## config.mk

```make
export PLATFORM = sky130hd
export DESIGN_NAME = cbz_divider
export DESIGN_NICKNAME = d
export VERILOG_FILES = /design/src/rtl/core/cbz_divider.sv
export SDC_FILE = /design/constraint.sdc
export NUM_CORES = 2
export LEC_CHECK = 0
export BUFFER_PORTS_ARGS = -buffer_cell sky130_fd_sc_hd__buf_2
export CORE_MARGIN = 2
export CORE_UTILIZATION = 34
export DETAILED_ROUTE_END_ITERATION = 8
export GPL_TIMING_DRIVEN = 0
export PLACE_DENSITY = 0.58
export RECOVER_POWER = 50
export SETUP_SLACK_MARGIN = 0.4
export SYNTH_ARGS = -nofsm -noshare
export SYNTH_HDL_FRONTEND = slang
export SYNTH_SLANG_ARGS = --single-unit
```

## constraint.sdc

```tcl
create_clock -name aclk -period 9.4 [get_ports aclk]
set_input_delay 1.41 -clock aclk [delete_from_list [all_inputs] [get_ports aclk]]
set_output_delay 1.41 -clock aclk [all_outputs]
set_load 0.01 [all_outputs]
```

## src/rtl/core/cbz_divider.sv

```systemverilog
module cbz_divider #(
    parameter int QW = 16,
    parameter int DW = 19,
    parameter int RW = 35
) (
    input  logic          aclk,
    input  logic          ce,
    input  logic [RW-1:0] dividend,
    input  logic [DW-1:0] divisor,
    output logic [QW-1:0] quotient
);

    logic [RW-1:0] rem_reg [QW];
    logic [DW-1:0] dsr_reg [QW];
    logic [QW-1:0] quo_reg [QW+1];

    logic [RW-1:0] shifted   [QW];
    logic [RW:0]   diff      [QW];
    logic [QW-1:0] quo_next  [QW];
    logic [RW-1:0] rem_next  [QW];

    always_comb begin
        for (int t = 0; t < QW; t++) begin
            shifted[t] = RW'(dsr_reg[t]) << (QW - 1 - t);
            diff[t]    = {1'b0, rem_reg[t]} - {1'b0, shifted[t]};
            if (!diff[t][RW]) begin
                quo_next[t] = quo_reg[t] | (QW'(1) << (QW - 1 - t));
                rem_next[t] = diff[t][RW-1:0];
            end else begin
                quo_next[t] = quo_reg[t];
                rem_next[t] = rem_reg[t];
            end
        end
    end

    always_ff @(posedge aclk) begin
        if (ce) begin
            rem_reg[0] <= dividend;
            dsr_reg[0] <= divisor;
            quo_reg[0] <= '0;
            for (int t = 0; t < QW - 1; t++) begin
                rem_reg[t+1] <= rem_next[t];
                dsr_reg[t+1] <= dsr_reg[t];
            end
            for (int t = 0; t < QW; t++) begin
                quo_reg[t+1] <= quo_next[t];
            end
        end
    end

    assign quotient = quo_reg[QW];

endmodule

```

==> flow_metrics.py <==
metrics = {
    "pwr": {
        "p_switching_mw": 5.08,
        "clkPwrFrac_pct": 27.3,
        "power_mw": 16.0,
        "irDropWorstVdd_mv": 0.162,
        "p_seq_share_pct": 41.5,
        "swShare_pct": 31.8,
        "p_per_area_nw_per_um2": 282,
        "intPower_mw": 10.9,
        "p_leak_nw": 21.6,
        "comb_power_share_pct": 31.3,
    },
    "timing": {
        "slew_headroom_pct": -40.6,
        "worst_pin_slew_ns": 2.11,
        "worst_clock_skew_ns": 0.0267,
        "slew_viol_final": 38,
        "min_period_ns": 6.10,
        "fmax_mhz": 164,
        "grt_setup_unrepaired": "false",
        "fin_crit_sh_pct": 64.9,
        "setup_viol": 0,
        "finalWorstSetupSlack_ns": 3.30,
        "hold_viol": 0,
    },
    "grt": {
        "grt_pass1_vias": 32200,
        "gr-total-overflow": 0,
        "grt_max_degree": 126,
        "grt_pass1_wl_mm": 155,
        "track_usage_pct": 12.6,
        "grt_antenna_before_repair": 0,
    },
    "clock_tree": {
        "clockBufferDepth": 3,
        "htree_levels": 3,
        "clk_latency_ns": 0.73,
        "cts_setup_buffers": 0,
        "path_clk_slew_ns": 0.06,
        "cts-resized-gates": 0,
        "ctsHoldBuffers": 0,
        "cts_tree": "yes",
        "numClockSinks": 1000,
        "cts_made_buffers": 115,
        "root_buffer": "clkbuf_16",
    },
    "logic_synthesis": {
        "yosysSeqAreaShare_pct": 60.0,
        "yosysWarnings": 0,
        "synth_area_per_cell_um2": 12.1,
        "synth-edff-count": 1000,
        "netlist_area_um2": 50100,
        "synth_compound_area_share_pct": 12.4,
        "synth_top_family_by_area": "compound AO/OA/AOI/OAI gates",
        "synthCells": 4127,
        "synth_simple_gate_area_share_pct": 9.89,
        "ys.flop_type": "edfxtp_1",
        "ys_types": 87,
        "synthXorXnorAreaFrac_pct": 5.42,
        "synth_fa_ha_area_share_pct": 8.17,
        "synthMuxAreaShare_pct": 0.740,
        "ys_seq_elements": 1000,
        "synth_nets": 4501,
        "async_flop_share_pct": 0,
    },
    "run_status": {
        "violations": "capacitance limit, slew limit",
        "status": "finished with violations",
    },
    "critical_path": {
        "cp_common_cell": "buf_16",
        "cp_max_fo": 125,
        "required_ns": 9.76,
        "cp-start-kind": "input port",
        "path_cells": "clkbuf_1 -> buf_16 -> buf_16 -> buf_16 -> buf_16 -> buf_16 -> buf_16 -> buf_16",
        "timing.rr.start": "rem_reg[1][211]",
        "cp-startpoint": "ce",
        "critPathArrivalTime_ns": 6.46,
        "crit_path_top_delay_cell": "clkbuf_1",
        "max_stage_delay_ns": 1.47,
        "path_class": "input port to flop",
        "cp_top_family": "buffers and inverters",
        "critPathBufInv": 8,
        "cp-end-kind": "flop",
    },
    "finish": {
        "register_area_um2": 30000,
        "stdcell_area_um2": 56700,
        "nNetsFinal": 4698,
        "fin_util_pct": 38.9,
        "drive_gt1_share_pct": 7.40,
        "antenna_cells": 0,
        "fillCellCount": 13700,
        "area_growth_pct": 13.3,
        "multiInputGateArea_um2": 18300,
        "largest_reg_flops": 560,
    },
    "detailed_routing": {
        "avgViaCountPerCell": 4.87,
        "wl_mm": 95.0,
        "post_drt_wl_per_cell_um": 15.0,
        "antenna_left": 0,
        "drc": 0,
        "drt-pass1-iter-count": 5,
        "vias": 30900,
        "drt_iter0_markers": 1262,
    },
    "floorplanning": {
        "core_area_um2": 146000,
        "die_h_um": 388,
        "pin_count": 72,
        "initial_core_util_pct": 34.3,
        "rows": 140,
        "die-area_um2": 150000,
        "die_w_um": 388,
    },
    "placed_design": {
        "place.gp.congestion": 0.874,
        "place_area_um2": 53100,
        "pre_cts_slack_ns": 3.72,
        "io_buffer_count": 71,
        "dp_hpwl_mm": 69.8,
    },
    "flow_run": {
        "drv_cap": 1,
    },
    "worst_hold_path": {
        "hp-class": "flop to flop",
        "min-delay-start": "quo_reg[0][218]",
    },
}
-- through the flow --
stage / hold slack [ns] / setup TNS (ns) / cells
after global placement: 0.402 / -8390.69 / 6115
after CTS: 0.401 / 0 / 6335
final: 0.408 / 0 / 6335
after global routing: 0.408 / 0 / 6335
after floorplan: 0.400 / 0 / 4127
after detailed placement: 0.405 / 0 / 6124
-- final timing paths --
kind         cells after the start  slack (ns)              end
min                              0        0.41  quo_reg[0][234]
min reg2reg                      0        0.41  quo_reg[0][234]
max reg2reg                     13        4.48  rem_reg[1][264]
max                              8        3.30  dsr_reg[1][114]
-- cell usage after synthesis, drive strengths merged, types with 65 or more instances --
library cell / instances / area (µm²)
nand2: 302 / 1130
edfxtp: 1000 / 30000
o21ai: 294 / 1470
inv: 380 / 1430
a21oi: 255 / 1280
ha: 303 / 3790
o21a: 65 / 488
xor2: 172 / 1510
a21o: 99 / 743
xnor2: 138 / 1210
nor2: 270 / 1020
nor3: 103 / 526
-- worst reg2reg max path, delay by kind of cell (launching register included) --
family	cells	cell delay (ns)
AO/OA/AOI/OAI	7	2.16
adder cells (fa/ha/maj)	2	0.60
buffers and inverters	4	1.34
flip-flops	1	0.53
-- cell type report --
cell class	instances	area share, %
plain buffers	70	0.498
clock buffers	133	5.19
clock inverters	78	1.30
inverters	381	2.52
multi-input cells	2676	32.3
flip-flops and latches	1000	52.9
well taps	1917	4.23
repair buffers	80	1.02
-- layer usage --
| layer | part of all wire (%) | vias to the layer above | routed length, µm | track usage (%) |
|---|---|---|---|---|
| li1 | - | 15600 | - | - |
| met1 | 36 | 14400 | 34100 | 11.6 |
| met2 | 55 | 526 | 52100 | 25.1 |
| met3 | 3.2 | 290 | 3060 | 2.39 |
| met4 | 6.1 | 0 | 5820 | 7.56 |
| met5 | 0 | - | 0 | 0 |
-- power by group through the flow --
stage | Clock, mW | Combinational (mW) | Sequential [mW]
5_1_grt | 4.70 | 5.65 | 6.74
4_1_cts | 4.53 | 5.00 | 6.63
3_3_place_gp | 0 | 4.85 | 6.84
2_1_floorplan | 0 | 3.93 | 6.55
6_report | 4.36 | 5.01 | 6.63
3_5_place_dp | 0 | 4.97 | 6.72
-- cell usage in the layout (no fill, tap or decap), drive strengths merged, types with 65 or more instances in the layout --
cell type / netlist / routed
o21a: 65 / 65
nand2: 302 / 302
o21ai: 294 / 294
xor2: 172 / 172
a21oi: 255 / 255
buf: 20 / 81
edfxtp: 1000 / 1000
inv: 380 / 386
clkbuf: 50 / 202
nor2: 270 / 270
ha: 303 / 303
nor3: 103 / 103
xnor2: 138 / 138
a21o: 99 / 99
-- logic make-up after synthesis --
family / after synthesis
flip-flops: 1000
AND/OR/NAND/NOR: 1033
XOR/XNOR: 310
buffers and inverters: 451
adder cells (fa/ha/maj): 318
AO/OA/AOI/OAI: 982
multiplexers: 33
No activity file was read; power rests on OpenSTA's default activity.
